[src/pmdsd_pkg.sv]
// ----------------------------------------------------------------------------
// PCM mixdown delta-sigma DAC package
// Shared constants, codes and types.
// ----------------------------------------------------------------------------
package pmdsd_pkg;

    localparam int MAX_CHANNELS_DEF = 8;
    localparam int ACCUM_WIDTH_DEF  = 24;

    localparam int LEVEL_W    = 8;
    localparam int CFG_IDX_W  = 4;
    localparam int CFG_DATA_W = 4;
    localparam int S_TDATA_W  = 16;
    localparam int M_TDATA_W  = 16;

    localparam logic [CFG_IDX_W-1:0] CFG_IDX_CHANNEL_COUNT = 4'd0;
    localparam logic [CFG_IDX_W-1:0] CFG_IDX_SAMPLE_FORMAT = 4'd1;

    localparam logic [1:0] FMT_U8    = 2'd0;
    localparam logic [1:0] FMT_S16LE = 2'd1;

    localparam logic [3:0] CHANNEL_COUNT_RST = 4'd1;
    localparam logic [1:0] SAMPLE_FORMAT_RST = FMT_U8;

    localparam logic [LEVEL_W-1:0] LEVEL_MID  = 8'd128;
    localparam logic [LEVEL_W-1:0] SIGN_FLIP  = 8'h80;
    localparam logic [LEVEL_W:0]   MID_OFFSET = 9'd128;
    localparam logic [LEVEL_W:0]   FULL_STEP  = 9'd255;

    typedef struct packed {
        logic [3:0] channel_count;
        logic [1:0] sample_format;
    } cfg_t;

    typedef enum logic [1:0] {
        BK_IDLE,
        BK_DIV,
        BK_ACC
    } back_state_t;

endpackage

[src/pmdsd_front.sv]
// ----------------------------------------------------------------------------
// PCM mixdown front end
// Assembles bytes into channel levels and frames, pushes completed frames.
// ----------------------------------------------------------------------------
module pmdsd_front import pmdsd_pkg::*; #(
    parameter int MAX_CHANNELS = MAX_CHANNELS_DEF,
    parameter int CNT_W        = $clog2(MAX_CHANNELS + 1),
    parameter int SUM_W        = $clog2(MAX_CHANNELS * 255 + 1)
) (
    input  logic                     aclk,
    input  logic                     aresetn,
    input  cfg_t                     cfg,
    input  logic                     in_valid,
    output logic                     in_ready,
    input  logic [LEVEL_W-1:0]       data_byte,
    input  logic                     stream_start,
    output logic                     push_valid,
    output logic [SUM_W+CNT_W:0]     push_data,
    input  logic                     push_ready
);

    localparam logic [4:0] MAX_C = 5'(MAX_CHANNELS);

    logic [CNT_W-1:0]   pos_reg, pos_next, pos_base, pos_new, chan_n;
    logic [SUM_W-1:0]   sum_reg, sum_next, sum_base, sum_new;
    logic               phase_reg, phase_next, phase_base;
    logic               pend_reg, pend_next, clear_base;
    logic [4:0]         cnt_ext, n_ext;
    logic [LEVEL_W-1:0] level;
    logic               is16, take_chan, frame_done, accept;

    always_comb begin
        cnt_ext = {1'b0, cfg.channel_count};
        if (cnt_ext == 5'd0) begin
            n_ext = 5'd1;
        end else if (cnt_ext > MAX_C) begin
            n_ext = MAX_C;
        end else begin
            n_ext = cnt_ext;
        end
        chan_n = CNT_W'(n_ext);
    end

    always_comb begin
        pos_base   = stream_start ? '0 : pos_reg;
        sum_base   = stream_start ? '0 : sum_reg;
        phase_base = stream_start ? 1'b0 : phase_reg;
        clear_base = stream_start | pend_reg;
        is16       = (cfg.sample_format == FMT_S16LE);
        take_chan  = !is16 || phase_base;
        if (is16) begin
            level = data_byte ^ SIGN_FLIP;
        end else if (cfg.sample_format == FMT_U8) begin
            level = data_byte;
        end else begin
            level = LEVEL_MID;
        end
        sum_new    = sum_base + SUM_W'(level);
        pos_new    = pos_base + CNT_W'(1);
        frame_done = take_chan && (pos_new >= chan_n);
        in_ready   = push_ready;
        accept     = in_valid && in_ready;
        push_valid = accept && frame_done;
        push_data  = {clear_base, chan_n, sum_new};

        pos_next   = pos_reg;
        sum_next   = sum_reg;
        phase_next = phase_reg;
        pend_next  = pend_reg;
        if (accept) begin
            phase_next = is16 && !phase_base;
            if (!take_chan) begin
                pos_next  = pos_base;
                sum_next  = sum_base;
                pend_next = clear_base;
            end else if (frame_done) begin
                pos_next  = '0;
                sum_next  = '0;
                pend_next = 1'b0;
            end else begin
                pos_next  = pos_new;
                sum_next  = sum_new;
                pend_next = clear_base;
            end
        end
    end

    always_ff @(posedge aclk) begin
        if (!aresetn) begin
            pos_reg   <= '0;
            sum_reg   <= '0;
            phase_reg <= 1'b0;
            pend_reg  <= 1'b0;
        end else begin
            pos_reg   <= pos_next;
            sum_reg   <= sum_next;
            phase_reg <= phase_next;
            pend_reg  <= pend_next;
        end
    end

endmodule

[src/pmdsd_fifo.sv]
// ----------------------------------------------------------------------------
// PCM mixdown frame queue
// Two-entry queue between the front end and the back end.
// ----------------------------------------------------------------------------
module pmdsd_fifo import pmdsd_pkg::*; #(
    parameter int DATA_W = 16
) (
    input  logic              aclk,
    input  logic              aresetn,
    input  logic              wr_valid,
    output logic              wr_ready,
    input  logic [DATA_W-1:0] wr_data,
    output logic              rd_valid,
    input  logic              rd_ready,
    output logic [DATA_W-1:0] rd_data
);

    logic [DATA_W-1:0] entry_reg [2];
    logic              wr_ptr_reg, wr_ptr_next, rd_ptr_reg, rd_ptr_next;
    logic [1:0]        count_reg, count_next;
    logic              do_wr, do_rd;

    always_comb begin
        wr_ready    = (count_reg != 2'd2);
        rd_valid    = (count_reg != 2'd0);
        rd_data     = entry_reg[rd_ptr_reg];
        do_wr       = wr_valid && wr_ready;
        do_rd       = rd_valid && rd_ready;
        wr_ptr_next = wr_ptr_reg ^ do_wr;
        rd_ptr_next = rd_ptr_reg ^ do_rd;
        count_next  = count_reg + {1'b0, do_wr} - {1'b0, do_rd};
    end

    always_ff @(posedge aclk) begin
        if (!aresetn) begin
            wr_ptr_reg <= 1'b0;
            rd_ptr_reg <= 1'b0;
            count_reg  <= 2'd0;
        end else begin
            wr_ptr_reg <= wr_ptr_next;
            rd_ptr_reg <= rd_ptr_next;
            count_reg  <= count_next;
        end
    end

    always_ff @(posedge aclk) begin
        if (do_wr) begin
            entry_reg[wr_ptr_reg] <= wr_data;
        end
    end

endmodule

[src/pmdsd_back.sv]
// ----------------------------------------------------------------------------
// PCM mixdown back end
// Serial divide of the frame sum, then first-order delta-sigma update.
// ----------------------------------------------------------------------------
module pmdsd_back import pmdsd_pkg::*; #(
    parameter int ACCUM_WIDTH = ACCUM_WIDTH_DEF,
    parameter int CNT_W       = 4,
    parameter int SUM_W       = 11
) (
    input  logic                 aclk,
    input  logic                 aresetn,
    input  logic                 pop_valid,
    output logic                 pop_ready,
    input  logic [SUM_W+CNT_W:0] pop_data,
    output logic                 out_valid,
    input  logic                 out_ready,
    output logic                 speaker_bit,
    output logic [LEVEL_W-1:0]   mixed_level
);

    localparam int ITER_W = $clog2(SUM_W);
    localparam int W      = ACCUM_WIDTH;

    back_state_t        state_reg, state_next;
    logic [SUM_W-1:0]   quo_reg, quo_next;
    logic [CNT_W-1:0]   rem_reg, rem_next, div_n_reg, div_n_next;
    logic [ITER_W-1:0]  iter_reg, iter_next;
    logic [W-1:0]       acc_reg, acc_next, acc_sat;
    logic               valid_reg, valid_next, bit_reg, bit_next;
    logic [LEVEL_W-1:0] level_reg, level_next;
    logic [CNT_W:0]     trial, trial_sub;
    logic               ge;
    logic [LEVEL_W:0]   delta;
    logic [W:0]         acc_ext;
    logic               acc_pos, out_free;

    always_comb begin
        trial     = {rem_reg, quo_reg[SUM_W-1]};
        trial_sub = trial - {1'b0, div_n_reg};
        ge        = (trial >= {1'b0, div_n_reg});
        delta     = {1'b0, quo_reg[LEVEL_W-1:0]} - MID_OFFSET;
        acc_ext   = {acc_reg[W-1], acc_reg} + {{(W-LEVEL_W){delta[LEVEL_W]}}, delta};
        if (acc_ext[W] != acc_ext[W-1]) begin
            acc_sat = {1'b1, {(W-1){1'b0}}};
        end else begin
            acc_sat = acc_ext[W-1:0];
        end
        acc_pos  = !acc_sat[W-1] && (|acc_sat);
        out_free = !valid_reg || out_ready;

        state_next = state_reg;
        quo_next   = quo_reg;
        rem_next   = rem_reg;
        div_n_next = div_n_reg;
        iter_next  = iter_reg;
        acc_next   = acc_reg;
        valid_next = valid_reg && !out_ready;
        bit_next   = bit_reg;
        level_next = level_reg;
        pop_ready  = 1'b0;

        case (state_reg)
            BK_IDLE: begin
                pop_ready = 1'b1;
                if (pop_valid) begin
                    quo_next   = pop_data[SUM_W-1:0];
                    div_n_next = pop_data[SUM_W+CNT_W-1:SUM_W];
                    rem_next   = '0;
                    iter_next  = ITER_W'(SUM_W - 1);
                    if (pop_data[SUM_W+CNT_W]) begin
                        acc_next = '0;
                    end
                    state_next = BK_DIV;
                end
            end
            BK_DIV: begin
                rem_next = ge ? trial_sub[CNT_W-1:0] : trial[CNT_W-1:0];
                quo_next = {quo_reg[SUM_W-2:0], ge};
                if (iter_reg == '0) begin
                    state_next = BK_ACC;
                end else begin
                    iter_next = iter_reg - ITER_W'(1);
                end
            end
            BK_ACC: begin
                if (out_free) begin
                    valid_next = 1'b1;
                    bit_next   = acc_pos;
                    level_next = quo_reg[LEVEL_W-1:0];
                    acc_next   = acc_pos ? (acc_sat - W'(FULL_STEP)) : acc_sat;
                    state_next = BK_IDLE;
                end
            end
            default: begin
                state_next = BK_IDLE;
            end
        endcase
    end

    always_ff @(posedge aclk) begin
        if (!aresetn) begin
            state_reg <= BK_IDLE;
            acc_reg   <= '0;
            valid_reg <= 1'b0;
        end else begin
            state_reg <= state_next;
            acc_reg   <= acc_next;
            valid_reg <= valid_next;
        end
    end

    always_ff @(posedge aclk) begin
        quo_reg   <= quo_next;
        rem_reg   <= rem_next;
        div_n_reg <= div_n_next;
        iter_reg  <= iter_next;
        bit_reg   <= bit_next;
        level_reg <= level_next;
    end

    assign out_valid   = valid_reg;
    assign speaker_bit = bit_reg;
    assign mixed_level = level_reg;

endmodule

[src/pcm_mixdown_delta_sigma_dac_unit.sv]
// A frame-completing byte enters the frame queue, then passes through the back-end steps
// (load, one quotient bit per cycle in the serial divider, accumulator update).
// Throughput: one byte per cycle while the two-entry frame queue has room; the
// back end takes no new frame until the last one has finished its accumulator update.
// Reset: synchronous, active low; clears frame position, accumulator, queue and
// output valid, and loads channel_count = 1, sample_format = 8-bit unsigned.
// ----------------------------------------------------------------------------
// PCM mixdown delta-sigma DAC unit
// Mixes interleaved PCM channels per frame and emits one delta-sigma bit.
// ----------------------------------------------------------------------------
module pcm_mixdown_delta_sigma_dac_unit import pmdsd_pkg::*; #(
    parameter int MAX_CHANNELS = MAX_CHANNELS_DEF,
    parameter int ACCUM_WIDTH  = ACCUM_WIDTH_DEF
) (
    input  logic                  aclk,
    input  logic                  aresetn,
    input  logic                  cfg_valid,
    output logic                  cfg_ready,
    input  logic [CFG_IDX_W-1:0]  cfg_index,
    input  logic [CFG_DATA_W-1:0] cfg_data,
    input  logic                  s_tvalid,
    output logic                  s_tready,
    input  logic [S_TDATA_W-1:0]  s_tdata,   // [7:0] data_byte, [8] stream_start, rest zero
    output logic                  m_tvalid,
    input  logic                  m_tready,
    output logic [M_TDATA_W-1:0]  m_tdata    // [0] speaker_bit, [8:1] mixed_level, rest zero
);

    localparam int CNT_W  = $clog2(MAX_CHANNELS + 1);
    localparam int SUM_W  = $clog2(MAX_CHANNELS * 255 + 1);
    localparam int ITEM_W = SUM_W + CNT_W + 1;

    cfg_t               cfg_reg, cfg_next;
    logic               push_valid, push_ready, pop_valid, pop_ready;
    logic [ITEM_W-1:0]  push_data, pop_data;
    logic               speaker_bit;
    logic [LEVEL_W-1:0] mixed_level;

    assign cfg_ready = 1'b1;

    always_comb begin
        cfg_next = cfg_reg;
        if (cfg_valid && cfg_ready) begin
            case (cfg_index)
                CFG_IDX_CHANNEL_COUNT: cfg_next.channel_count = cfg_data;
                CFG_IDX_SAMPLE_FORMAT: cfg_next.sample_format = cfg_data[1:0];
                default: cfg_next = cfg_reg;
            endcase
        end
    end

    always_ff @(posedge aclk) begin
        if (!aresetn) begin
            cfg_reg.channel_count <= CHANNEL_COUNT_RST;
            cfg_reg.sample_format <= SAMPLE_FORMAT_RST;
        end else begin
            cfg_reg <= cfg_next;
        end
    end

    pmdsd_front #(
        .MAX_CHANNELS (MAX_CHANNELS),
        .CNT_W        (CNT_W),
        .SUM_W        (SUM_W)
    ) u_front (
        .aclk         (aclk),
        .aresetn      (aresetn),
        .cfg          (cfg_reg),
        .in_valid     (s_tvalid),
        .in_ready     (s_tready),
        .data_byte    (s_tdata[LEVEL_W-1:0]),
        .stream_start (s_tdata[LEVEL_W]),
        .push_valid   (push_valid),
        .push_data    (push_data),
        .push_ready   (push_ready)
    );

    pmdsd_fifo #(
        .DATA_W   (ITEM_W)
    ) u_fifo (
        .aclk     (aclk),
        .aresetn  (aresetn),
        .wr_valid (push_valid),
        .wr_ready (push_ready),
        .wr_data  (push_data),
        .rd_valid (pop_valid),
        .rd_ready (pop_ready),
        .rd_data  (pop_data)
    );

    pmdsd_back #(
        .ACCUM_WIDTH (ACCUM_WIDTH),
        .CNT_W       (CNT_W),
        .SUM_W       (SUM_W)
    ) u_back (
        .aclk        (aclk),
        .aresetn     (aresetn),
        .pop_valid   (pop_valid),
        .pop_ready   (pop_ready),
        .pop_data    (pop_data),
        .out_valid   (m_tvalid),
        .out_ready   (m_tready),
        .speaker_bit (speaker_bit),
        .mixed_level (mixed_level)
    );

    assign m_tdata = {{(M_TDATA_W-LEVEL_W-1){1'b0}}, mixed_level, speaker_bit};

endmodule

[config.mk]
export PLATFORM = sky130hd
export DESIGN_NAME = pcm_mixdown_delta_sigma_dac_unit
export DESIGN_NICKNAME = d
export VERILOG_FILES = /design/src/pmdsd_pkg.sv /design/src/pmdsd_front.sv /design/src/pmdsd_fifo.sv /design/src/pmdsd_back.sv /design/src/pcm_mixdown_delta_sigma_dac_unit.sv
export SDC_FILE = /design/constraint.sdc
export NUM_CORES = 1
export LEC_CHECK = 0
export ABC_AREA = 1
export BUFFER_PORTS_ARGS = -buffer_cell sky130_fd_sc_hd__buf_4
export CAP_MARGIN = 20
export CORE_ASPECT_RATIO = 0.6
export CORE_MARGIN = 4
export CORE_UTILIZATION = 40
export CTS_CLUSTER_SIZE = 8
export DETAILED_ROUTE_END_ITERATION = 8
export HOLD_SLACK_MARGIN = 0.08
export PLACE_DENSITY = 0.6
export SLEW_MARGIN = 5
export SYNTH_ARGS = -nofsm -noshare
export SYNTH_HDL_FRONTEND = slang
export SYNTH_SLANG_ARGS = --single-unit
export TNS_END_PERCENT = 30
[constraint.sdc]
create_clock -name aclk -period 7.1 [get_ports aclk]
set_input_delay 1.065 -clock aclk [delete_from_list [all_inputs] [get_ports aclk]]
set_output_delay 1.065 -clock aclk [all_outputs]
set_load 0.02 [all_outputs]
==> results.cfg <==
[status]
status = completed

[detailed_routing]
drt_iter0_markers = 737
wl_per_cell_um = 14.78
via_count = 6958
totalWireLength_um = 20670
drc_errors = 0
ant_nets = 0
dr.pass1.iters = 6
viasPerCell = 4.977

[logic_synthesis]
yosysTopAreaCell = edfxtp_1
syn-cell-area_mm2 = 0.007890
syn_avg_cell_area_um2 = 7.252
yosysUniqueCellTypes = 38
yosys_warnings = 0
synthCells = 1088
ys_ff_latch = 119
synth_top_area_share = 0.2436
yosysSeqAreaShare = 0.3831
synth_area_leaders = edfxtp_1 24%, nand2_1 14%, dfxtp_1 14%

[run]
max-cap-violations = 0

[timing]
setup_viol = 0
grt_setup_unrepaired = false
hold_viol = 0
worst_slew_pin_slew_ns = 0.8184
slew-limit-headroom = 0.4544
max_freq_ghz = 0.1873
fin_skew_ns = 0.009905
setup_tns_ns = 0
fin_crit_ns = 5.340
drv_slew = 0
finalCritPeriodShare = 0.7521

[pwr]
total_leakage_power_nw = 4.150
pwr_density_cell_mw_per_mm2 = 402.0
p_total_mw = 3.597
vdd_ir_drop_max_mv = 0.1912

[clock_tree]
clk_latency_ns = 0.42
htreeDepth = 4
cts_tree = done
clkTransAtPathRegs_ns = 0.05
cts_resized = 0
cts_hold_buf = 0
cts_root_buf = clkbuf_16
post_cts_buffers = 0
cts.sinks = 119
clk_path_buf_depth = 2
cts-buffers-inserted = 17

[cells_and_area]
syn_to_final_growth_pct = 13.42
nets = 1200
final_common_cell = nand2_1
fin_area_mm2 = 0.008949
drive_gt1_frac = 0.09806
diodes = 0
largest_register_ffs = 32
instances_no_fill = 1398
fillers = 1913
final_cell_mix = 303 x nand2_1, 159 x inv_1, 97 x a21oi_1

[floorplanning]
start_util = 0.4114
rows = 39
fp.coreArea_mm2 = 0.01918
die_x_um = 189.3
die_h_um = 116.8
io_pins = 48
die-area_mm2 = 0.02211

[placed_design]
placement.cell_area_mm2 = 0.008372
numPortBuffers = 32
place.gp.congestion = 0.9295
dp.cells = 1366
dp_hpwl_um = 15330

[worst_hold_path]
hold_depth = 0
hold_path_class = reg -> reg

[setup_path]
crit_path_end_kind = flop
cp_num_cells = 30
worst_path_most_repeated_cell = nand2_1
cp_num_buf_inv = 5
crit_type = reg -> reg
arrival_ns = 5.68
r2r_cells = 30
critPathSlowestCell = inv_1
path_max_fanout = 18
crit_path_start_kind = flop
crit_family = simple AND/OR/NAND/NOR gates
required_ns = 7.44
slowest_delay_ns = 0.59

[global_routing]
grt_first_pass_wirelength_um = 33600
grt_usage = 0.1960
grt-ovfl-total = 0
grt_pass1_vias = 6213
antenna_found_initial = 0
grt_max_degree = 41
==> logic make-up after synthesis <==
family,share of synthesized area
xor+xnor,0.02553
other cells,0.0009518
compound gates,0.09975
buf+inv,0.1026
fa+ha+maj,0.08532
flops,0.3831
simple gates,0.3027
==> metal layers <==
layer,share of wire,track usage,vias up,wire [um]
met4,0.0062,0.04287,0,129
met3,0.10,0.04979,11,2060
met1,0.55,0.3300,3103,11370
met5,0,0,-,0
li1,-,-,3600,-
met2,0.34,0.2395,244,7108
==> power by group <==
group	leakage (nW)	switching, mW	internal (mW)
clock network	0.276	0.306	0.547
registers	1.05	0.0632	0.911
logic	2.83	1.24	0.528
==> final cells by class <==
class | count | area (um^2) | area share
multi-input combinational | 774 | 4086 | 0.4567
sequential | 119 | 3023 | 0.3378
inverter | 167 | 629.4 | 0.07033
clock buffer | 21 | 440.4 | 0.04922
tap | 266 | 332.8 | 0.03719
timing repair buffer | 40 | 300.3 | 0.03356
clock inverter | 11 | 136.4 | 0.01524
==> final timing paths <==
| path | start | to | slack (ns) |
|---|---|---|---|
| worst max register to register | u_back.quo_reg[7] | u_back.acc_reg[16] | 1.76 |
| worst max-delay path | u_back.quo_reg[7] | u_back.acc_reg[16] | 1.76 |
| worst min-delay path | u_back.quo_reg[7] | u_back.mixed_level[7] | 0.44 |
| worst min register to register | u_back.quo_reg[7] | u_back.mixed_level[7] | 0.44 |
==> cells in the mapped netlist, drive strengths merged <==
cell type	number
nand3	89
xnor2	6
inv	166
buf	16
nor2	93
nor3	14
clkbuf	18
o21ai	32
xor2	17
nand3b	8
fa	3
clkinv	1
ha	49
nand4	23
o21bai	5
nand2	313
a211oi	1
conb	2
a22oi	3
o211ai	3
a21oi	97
dfxtp	55
or2	3
edfxtp	64
a31oi	7
==> through the flow <==
stage | hold slack (ns) | util | setup WS [ns]
finish | 0.4435 | 0.4666 | 1.760
global route | 0.4572 | 0.4666 | 1.160
CTS | 0.4459 | 0.4666 | 1.785
detailed placement | 0.4331 | 0.4366 | 1.851
global placement | 0.4280 | 0.4362 | 1.874
floorplan | 0.4255 | - | 2.996
==> worst register-to-register path, delay by kind of cell, from the launching register on <==
family,cells,cell delay (ns)
adder cells (fa/ha/maj),3,0.88
flip-flops,1,0.37
buffers and inverters,5,1.04
AO/OA/AOI/OAI,2,0.31
XOR/XNOR,2,0.32
AND/OR/NAND/NOR,18,2.35
Note: power is estimated with default switching activity, not from simulation.
